**src/rtl/core/hi_lo_multiply_divide_unit_assert.svh**
```systemverilog
// ----------------------------------------------------------------------------
// HI/LO multiply/divide unit assertion macros
// Shared concurrent assertion forms used by the unit's controller.
// ----------------------------------------------------------------------------
`ifndef HI_LO_MULTIPLY_DIVIDE_UNIT_ASSERT_SVH
`define HI_LO_MULTIPLY_DIVIDE_UNIT_ASSERT_SVH

// The consequent must hold in the same cycle as the antecedent.
`define HLMDU_ASSERT_SAME(lbl, clk, rst_n, ante, cons) \
    lbl: assert property (@(posedge clk) disable iff (!rst_n) (ante) |-> (cons)) \
        else $error("hlmdu: same-cycle check failed");

// The consequent must hold in the cycle after the antecedent.
`define HLMDU_ASSERT_NEXT(lbl, clk, rst_n, ante, cons) \
    lbl: assert property (@(posedge clk) disable iff (!rst_n) (ante) |=> (cons)) \
        else $error("hlmdu: next-cycle check failed");

`endif

```
**src/rtl/core/hlmdu_pkg.sv**
```systemverilog
// ----------------------------------------------------------------------------
// HI/LO multiply/divide unit package
// Operation codes, beat payload types and controller command types.
// ----------------------------------------------------------------------------
`default_nettype none

package hlmdu_pkg;

    localparam int WORD_W = 32;
    localparam int REG_W  = 5;
    localparam int OP_W   = 3;
    localparam int CNT_W  = 5;

    localparam logic [CNT_W-1:0] DIV_LAST = CNT_W'(WORD_W - 1);

    localparam logic [OP_W-1:0] OP_MULT  = 3'd0;
    localparam logic [OP_W-1:0] OP_MULTU = 3'd1;
    localparam logic [OP_W-1:0] OP_DIV   = 3'd2;
    localparam logic [OP_W-1:0] OP_DIVU  = 3'd3;
    localparam logic [OP_W-1:0] OP_MTHI  = 3'd4;
    localparam logic [OP_W-1:0] OP_MTLO  = 3'd5;
    localparam logic [OP_W-1:0] OP_MFHI  = 3'd6;
    localparam logic [OP_W-1:0] OP_MFLO  = 3'd7;

    typedef struct packed {
        logic [OP_W-1:0]   operation;
        logic [WORD_W-1:0] first_operand;
        logic [WORD_W-1:0] second_operand;
        logic [REG_W-1:0]  dest_register;
    } in_beat_t;

    typedef struct packed {
        logic              write_enable;
        logic [REG_W-1:0]  write_register;
        logic [WORD_W-1:0] write_value;
        logic [WORD_W-1:0] hi_value;
        logic [WORD_W-1:0] lo_value;
    } out_beat_t;

    typedef struct packed {
        logic load;
        logic mul;
        logic div_step;
        logic finish;
    } cmd_t;

endpackage

`default_nettype wire

```
**src/rtl/core/hlmdu_ctrl.sv**
```systemverilog
// ----------------------------------------------------------------------------
// HI/LO multiply/divide unit controller
// Sequences accept, multiply, divide iterations and result hand-off.
// ----------------------------------------------------------------------------
`default_nettype none

`include "hi_lo_multiply_divide_unit_assert.svh"

module hlmdu_ctrl (
    input  wire logic                        aclk,
    input  wire logic                        aresetn,
    input  wire logic                        s_valid,
    output logic                             s_ready,
    input  wire logic [hlmdu_pkg::OP_W-1:0]  s_operation,
    output logic                             m_valid,
    input  wire logic                        m_ready,
    output hlmdu_pkg::cmd_t                  cmd
);

    typedef enum logic [1:0] {
        ST_IDLE,
        ST_MULT,
        ST_DIVIDE,
        ST_FINISH
    } state_t;

    state_t                        state_reg, state_next;
    logic [hlmdu_pkg::CNT_W-1:0]   cnt_reg, cnt_next;
    logic                          m_valid_reg, m_valid_next;
    logic                          accept;
    logic                          out_free;

    assign s_ready  = (state_reg == ST_IDLE);
    assign accept   = s_valid && s_ready;
    assign out_free = !m_valid_reg || m_ready;
    assign m_valid  = m_valid_reg;

    always_comb begin
        state_next   = state_reg;
        cnt_next     = cnt_reg;
        cmd          = '0;
        cmd.load     = accept;
        m_valid_next = m_valid_reg && !m_ready;
        case (state_reg)
            ST_IDLE: begin
                if (accept) begin
                    cnt_next = '0;
                    case (s_operation)
                        hlmdu_pkg::OP_MULT, hlmdu_pkg::OP_MULTU: state_next = ST_MULT;
                        hlmdu_pkg::OP_DIV, hlmdu_pkg::OP_DIVU:   state_next = ST_DIVIDE;
                        default:                                 state_next = ST_FINISH;
                    endcase
                end
            end
            ST_MULT: begin
                cmd.mul    = 1'b1;
                state_next = ST_FINISH;
            end
            ST_DIVIDE: begin
                cmd.div_step = 1'b1;
                cnt_next     = cnt_reg + 1'b1;
                if (cnt_reg == hlmdu_pkg::DIV_LAST) begin
                    state_next = ST_FINISH;
                end
            end
            ST_FINISH: begin
                if (out_free) begin
                    cmd.finish   = 1'b1;
                    m_valid_next = 1'b1;
                    state_next   = ST_IDLE;
                end
            end
            default: begin
                state_next = ST_IDLE;
            end
        endcase
    end

    always_ff @(posedge aclk) begin
        if (!aresetn) begin
            state_reg   <= ST_IDLE;
            cnt_reg     <= '0;
            m_valid_reg <= 1'b0;
        end else begin
            state_reg   <= state_next;
            cnt_reg     <= cnt_next;
            m_valid_reg <= m_valid_next;
        end
    end

    `HLMDU_ASSERT_NEXT(a_div_start, aclk, aresetn,
        accept && (s_operation == hlmdu_pkg::OP_DIV || s_operation == hlmdu_pkg::OP_DIVU),
        state_reg == ST_DIVIDE && cnt_reg == '0)
    `HLMDU_ASSERT_NEXT(a_div_end, aclk, aresetn,
        state_reg == ST_DIVIDE && cnt_reg == hlmdu_pkg::DIV_LAST, state_reg == ST_FINISH)
    `HLMDU_ASSERT_NEXT(a_finish_holds, aclk, aresetn,
        state_reg == ST_FINISH && m_valid_reg && !m_ready, state_reg == ST_FINISH)
    `HLMDU_ASSERT_NEXT(a_finish_shows, aclk, aresetn, cmd.finish, m_valid_reg && s_ready)

endmodule

`default_nettype wire

```
**src/rtl/core/hlmdu_datapath.sv**
```systemverilog
// ----------------------------------------------------------------------------
// HI/LO multiply/divide unit datapath
// Operand registers, multiplier, radix-2 divider, HI/LO and result register.
// ----------------------------------------------------------------------------
`default_nettype none

module hlmdu_datapath (
    input  wire logic                  aclk,
    input  wire logic                  aresetn,
    input  wire hlmdu_pkg::cmd_t       cmd,
    input  wire hlmdu_pkg::in_beat_t   in_beat,
    output hlmdu_pkg::out_beat_t       out_beat
);

    localparam int W = hlmdu_pkg::WORD_W;

    logic [hlmdu_pkg::OP_W-1:0]  op_reg;
    logic [W-1:0]                a_reg;
    logic [W-1:0]                b_reg;
    logic [hlmdu_pkg::REG_W-1:0] rd_reg;
    logic [2*W-1:0]              prod_reg;
    logic [W-1:0]                quo_reg, quo_next;
    logic [W-1:0]                rem_reg, rem_next;
    logic [W-1:0]                dvs_reg;
    logic [W-1:0]                hi_reg, hi_next;
    logic [W-1:0]                lo_reg, lo_next;
    hlmdu_pkg::out_beat_t        out_reg, out_next;

    logic                        signed_div;
    logic [W:0]                  shifted;
    logic [W:0]                  trial;
    logic                        a_neg;
    logic                        b_neg;

    assign signed_div = (in_beat.operation == hlmdu_pkg::OP_DIV);
    assign a_neg      = a_reg[W-1];
    assign b_neg      = b_reg[W-1];

    always_ff @(posedge aclk) begin
        if (cmd.load) begin
            op_reg  <= in_beat.operation;
            a_reg   <= in_beat.first_operand;
            b_reg   <= in_beat.second_operand;
            rd_reg  <= in_beat.dest_register;
            rem_reg <= '0;
            quo_reg <= (signed_div && in_beat.first_operand[W-1])
                       ? (W'(0) - in_beat.first_operand) : in_beat.first_operand;
            dvs_reg <= (signed_div && in_beat.second_operand[W-1])
                       ? (W'(0) - in_beat.second_operand) : in_beat.second_operand;
        end else if (cmd.div_step) begin
            rem_reg <= rem_next;
            quo_reg <= quo_next;
        end
        if (cmd.mul) begin
            prod_reg <= a_reg * b_reg;
        end
        if (cmd.finish) begin
            out_reg <= out_next;
        end
    end

    always_comb begin
        shifted = {rem_reg, quo_reg[W-1]};
        trial   = shifted - {1'b0, dvs_reg};
        if (!trial[W]) begin
            rem_next = trial[W-1:0];
            quo_next = {quo_reg[W-2:0], 1'b1};
        end else begin
            rem_next = shifted[W-1:0];
            quo_next = {quo_reg[W-2:0], 1'b0};
        end
    end

    always_comb begin
        hi_next  = hi_reg;
        lo_next  = lo_reg;
        out_next = '0;
        case (op_reg)
            hlmdu_pkg::OP_MULT: begin
                hi_next = prod_reg[2*W-1:W] - (a_neg ? b_reg : W'(0))
                          - (b_neg ? a_reg : W'(0));
                lo_next = prod_reg[W-1:0];
            end
            hlmdu_pkg::OP_MULTU: begin
                hi_next = prod_reg[2*W-1:W];
                lo_next = prod_reg[W-1:0];
            end
            hlmdu_pkg::OP_DIV: begin
                hi_next = a_neg ? (W'(0) - rem_reg) : rem_reg;
                lo_next = (a_neg != b_neg) ? (W'(0) - quo_reg) : quo_reg;
            end
            hlmdu_pkg::OP_DIVU: begin
                hi_next = rem_reg;
                lo_next = quo_reg;
            end
            hlmdu_pkg::OP_MTHI: begin
                hi_next = a_reg;
            end
            hlmdu_pkg::OP_MTLO: begin
                lo_next = a_reg;
            end
            hlmdu_pkg::OP_MFHI: begin
                out_next.write_enable   = 1'b1;
                out_next.write_register = rd_reg;
                out_next.write_value    = hi_reg;
            end
            hlmdu_pkg::OP_MFLO: begin
                out_next.write_enable   = 1'b1;
                out_next.write_register = rd_reg;
                out_next.write_value    = lo_reg;
            end
            default: begin
                hi_next = hi_reg;
            end
        endcase
        out_next.hi_value = hi_next;
        out_next.lo_value = lo_next;
    end

    always_ff @(posedge aclk) begin
        if (!aresetn) begin
            hi_reg <= '0;
            lo_reg <= '0;
        end else if (cmd.finish) begin
            hi_reg <= hi_next;
            lo_reg <= lo_next;
        end
    end

    assign out_beat = out_reg;

endmodule

`default_nettype wire

```
**src/rtl/core/hi_lo_multiply_divide_unit.sv**
```systemverilog
// ----------------------------------------------------------------------------
// HI/LO multiply/divide unit
// Keeps the HI and LO registers and runs multiply, divide and move operations.
// ----------------------------------------------------------------------------
// One beat on the s_ channel carries an operation, two 32-bit operands and a
// destination register number. Every accepted beat yields exactly one beat on
// the m_ channel with the write-back request and the HI and LO contents after
// the operation.
// Moves go from acceptance straight to the finish state; multiplies pass the
// multiply state first and divides a radix-2 restoring loop that retires one
// quotient bit per cycle for 32 bits; that loop sets the divide rate.
// The unit works on one operation at a time; s_ready is high only while it
// is idle. A finished result waits in the output register, so the next beat
// can be accepted while the previous result is still unclaimed.
// If the receiver stalls, the unit holds its next result internally and does
// not update HI or LO until the output register frees up.
// Reset (aresetn low, synchronous) clears HI, LO, the controller state and
// m_valid.
// ----------------------------------------------------------------------------
`default_nettype none

module hi_lo_multiply_divide_unit (
    input  wire logic                  aclk,
    input  wire logic                  aresetn,
    input  wire logic                  s_valid,
    output logic                       s_ready,
    input  wire hlmdu_pkg::in_beat_t   s_payload,
    output logic                       m_valid,
    input  wire logic                  m_ready,
    output hlmdu_pkg::out_beat_t       m_payload
);

    hlmdu_pkg::cmd_t cmd;

    hlmdu_ctrl u_ctrl (
        .aclk        (aclk),
        .aresetn     (aresetn),
        .s_valid     (s_valid),
        .s_ready     (s_ready),
        .s_operation (s_payload.operation),
        .m_valid     (m_valid),
        .m_ready     (m_ready),
        .cmd         (cmd)
    );

    hlmdu_datapath u_datapath (
        .aclk     (aclk),
        .aresetn  (aresetn),
        .cmd      (cmd),
        .in_beat  (s_payload),
        .out_beat (m_payload)
    );

endmodule

`default_nettype wire
```
**config.mk**
```make
export PLATFORM = sky130hd
export DESIGN_NAME = hi_lo_multiply_divide_unit
export DESIGN_NICKNAME = d
export VERILOG_FILES = /design/src/rtl/core/hlmdu_pkg.sv /design/src/rtl/core/hlmdu_ctrl.sv /design/src/rtl/core/hlmdu_datapath.sv /design/src/rtl/core/hi_lo_multiply_divide_unit.sv
export VERILOG_INCLUDE_DIRS = /design/src /design/src/rtl/core
export SDC_FILE = /design/constraint.sdc
export NUM_CORES = 2
export LEC_CHECK = 0
export ABC_AREA = 1
export BUFFER_PORTS_ARGS = -buffer_cell sky130_fd_sc_hd__buf_2
export CORE_ASPECT_RATIO = 0.6
export CORE_MARGIN = 8
export CORE_UTILIZATION = 55
export CTS_CLUSTER_SIZE = 8
export DETAILED_ROUTE_END_ITERATION = 6
export MAX_ROUTING_LAYER = met4
export PLACE_DENSITY = 0.72
export SLEW_MARGIN = 5
export SYNTH_ARGS = -nofsm -noshare
export SYNTH_HDL_FRONTEND = slang
export SYNTH_SLANG_ARGS = --single-unit
```
**constraint.sdc**
```tcl
create_clock -name aclk -period 9.6 [get_ports aclk]
set_input_delay 0 -clock aclk [delete_from_list [all_inputs] [get_ports aclk]]
set_output_delay 0 -clock aclk [all_outputs]
set_load 0.01 [all_outputs]
```
==> flow_summary_export.csv <==
group,metric,value,unit
run_status,status,"finished clean",
sta,report.final.slew_viol_count,0,
global_routing,first_global_vias,54600,
yosys,synthesized_area_per_cell,7.59,um2
drt,post_drt_via_cell_ratio,5.79,
floorplanning,floorplan.io_pins,180,
clocking,clk-insertion-delay-late,0.71,ns
sta,setup_failing_eps_final,0,
clocking,clkTransAtPathRegs,0.07,ns
worst_setup_path,crit_family,"adder cells",
global_routing,antenna_found_initial,19,
drt,initialDrtViolationCount,8984,
sta,worst_clock_skew,0.0909,ns
worst_setup_path,path_cells,"buf_4 -> nand2_1 -> inv_1 -> fa_1 -> fa_1 -> inv_1 -> fa_1 -> fa_1 -> inv_1 -> fa_1 -> fa_1 -> fa_1 -> inv_1 -> fa_1 -> inv_1 -> ha_1 -> a21oi_1 -> nand2_1 -> a21oi_1 -> nand3_1 -> nand3_1 -> nand2_1 -> xor2_1",
sta,min_period,8.66,ns
yosys,netlist_instances,8016,
sta,fmax,115,MHz
sta,timing.final.hold_violations,0,
drt,dr.pass1.iters,7,
clocking,numCtsBuffers,58,
worst_setup_path,crit_fanout,10,
worst_setup_path,crit_arrival,9.11,ns
sta,post-route-period-util,0.902,
yosys,ys_async_sr_fraction,0,
worst_setup_path,worst-endpoint-required,10.04,ns
yosys,synth.lib_cells_used.distinct,64,
yosys,synth-warning-count,0,
final_layout,layout_cells_sized_above_1,0.0636,
global_routing,grtUsageTotal,0.432,
clocking,clock_sinks,405,
drt,met3_length,49600,um
floorplanning,start_util,0.555,
global_routing,maximum_number_of_pins_on_one_net_before_global_route_repair,99,
clocking,clockBufferDepth,3,
drt,average_routed_wire_per_standard_cell,26.7,um
worst_setup_path,worstSetupEndpointType,"flip-flop",
drt,wirelength_met1,108000,um
placement,gp_congestion,1.13,
placement,portBuffers,179,
floorplanning,die_w,445,um
drt,top_layer,"met4",
yosys,yosys-top-cells-area,"sky130_fd_sc_hd__fa_1 31%, sky130_fd_sc_hd__edfxtp_1 15%, sky130_fd_sc_hd__inv_1 13%",
yosys,synth.largest_area_cell,"sky130_fd_sc_hd__fa_1",
drt,via_count,56300,
final_layout,area_growth,8.74,%
sta,worstMarginPinSlew,1.40,ns
drt,totalWireLength,260000,um
floorplanning,die_area,122000,um2
worst_setup_path,timing.critical_path.slowest_cell_delay,1.29,ns
yosys,netlist.area_leader.share,0.305,
global_routing,grt_pass1_wl,374000,um
yosys,synth_ff_type,"sky130_fd_sc_hd__edfxtp_1",
yosys,mappedNetlistArea,60800,um2
worst_setup_path,path_common_cell,"sky130_fd_sc_hd__fa_1",
sta,total_negative_setup_slack,0,ns
drt,post_route_ant_nets,0,
yosys,synth.ff_latch_count,405,
yosys,syn-num-nets,9360,
yosys,register_area_share_after_synthesis,0.183,
final_layout,fin_nets,9512,
yosys,synthMostInstantiatedCell,"sky130_fd_sc_hd__inv_1",
floorplanning,core.rowCount,94,
floorplanning,die_h,274,um
global_routing,globalRoute.totalOverflow,0,
min_path,worst_hold_path_type,"in2reg",
worst_setup_path,path_class,"reg2reg",
worst_setup_path,crit_slowest_cell,"sky130_fd_sc_hd__edfxtp_1",
drt,route.met2.wl,93400,um
drt,drc_errors,0,
sta,slew-limit-headroom,0.0664,
yosys,synth_edf_count,301,
flow_run,max_cap_violations,0,
yosys,post_synth_most_frequent_cells,"2180 x sky130_fd_sc_hd__inv_1, 2092 x sky130_fd_sc_hd__nand2_1, 928 x sky130_fd_sc_hd__fa_1",
placement,dpl.hpwl,213000,um
worst_setup_path,timing.critical_path.from_type,"flip-flop",
worst_setup_path,crit_buf_inv,6,
final_layout,flip_flop_count_of_the_largest_register_all_copies_and_words_added,102,
clocking,cts_root_buffer,"sky130_fd_sc_hd__clkbuf_16",
clocking,tritoncts,"built",
final_layout,post-route-util,0.604,
sta,grt_setup_unrepaired,"no",
floorplanning,core_area,110000,um2
clocking,h-tree-depth,2,
[what timing repair did]
item	CTS	global route
endpoints found under the hold margin	182	0
hold buffers	75	0
resized for setup	0	0
buffers inserted	0	0
[layout by cell type (no fill, tap or decap), types with 104 or more instances in the layout]
| cell type | n |
|---|---|
| sky130_fd_sc_hd__a21oi_1 | 247 |
| sky130_fd_sc_hd__buf_2 | 179 |
| sky130_fd_sc_hd__buf_4 | 149 |
| sky130_fd_sc_hd__dfxtp_1 | 104 |
| sky130_fd_sc_hd__edfxtp_1 | 301 |
| sky130_fd_sc_hd__fa_1 | 928 |
| sky130_fd_sc_hd__ha_1 | 338 |
| sky130_fd_sc_hd__inv_1 | 2178 |
| sky130_fd_sc_hd__nand2_1 | 2092 |
| sky130_fd_sc_hd__nand3_1 | 272 |
| sky130_fd_sc_hd__nor2_1 | 432 |
| sky130_fd_sc_hd__o21ai_0 | 246 |
[final timing paths]
| kind | from | endpoint | slack, ns | depth (start not counted) |
|---|---|---|---|---|
| max | u_datapath.a_reg[16]$_DFFE_PP_ | u_datapath.prod_reg[43]$_DFFE_PN_ | 0.94 | 23 |
| min | s_payload[3] | u_datapath.rd_reg[3]$_DFFE_PP_ | 0.04 | 2 |
| max reg2reg | u_datapath.a_reg[16]$_DFFE_PP_ | u_datapath.prod_reg[43]$_DFFE_PN_ | 0.94 | 23 |
| min reg2reg | u_ctrl.cnt_reg[1]$_SDFFE_PN0P_ | u_ctrl.cnt_reg[1]$_SDFFE_PN0P_ | 0.49 | 2 |
[cell families (layout without fill, tap and decap cells)]
group / Yosys count / count (layout) / share of synthesized area
compound gates: 703 / 703 / 0.0654
flops: 405 / 405 / 0.183
fa+ha+maj: 1268 / 1268 / 0.375
buf+inv: 2512 / 2713 / 0.157
other cells: 0 / 18 / 0
xor+xnor: 111 / 111 / 0.0160
simple gates: 3017 / 3017 / 0.203
[final cells by class]
| type | count | area, um2 |
|---|---|---|
| inverters | 2192 | 8240 |
| flip-flops and latches | 405 | 11100 |
| well taps | 1488 | 1860 |
| repair buffers | 412 | 2950 |
| clock inverters | 6 | 105 |
| fillers | 9972 | 43400 |
| multi-input cells | 5099 | 40200 |
| clock buffers | 103 | 1670 |
| diodes | 18 | 45.0 |
[through the flow]
step           area (um2)  hold WS, ns  cells  setup slack (ns)
2_1_floorplan       60800       0.0989   8016              2.74
3_3_place_gp        63600        0.178   9521              1.33
3_5_place_dp        63600        0.179   9521              1.29
4_1_cts             66100       0.0165   9705              1.24
5_1_grt             66200       0.0425   9718             0.769
6_report            66200       0.0392   9723             0.937
[per-layer routing]
layer | up-vias | track usage
li1 | 24000 | -
met1 | 27200 | 0.626
met2 | 4535 | 0.521
met3 | 527 | 0.219
met4 | 0 | 0.114
met5 | - | -
Power is left out: the tool's default activity adds up to more than one toggle a clock period on the data nets, which glitch-free logic cannot reach.
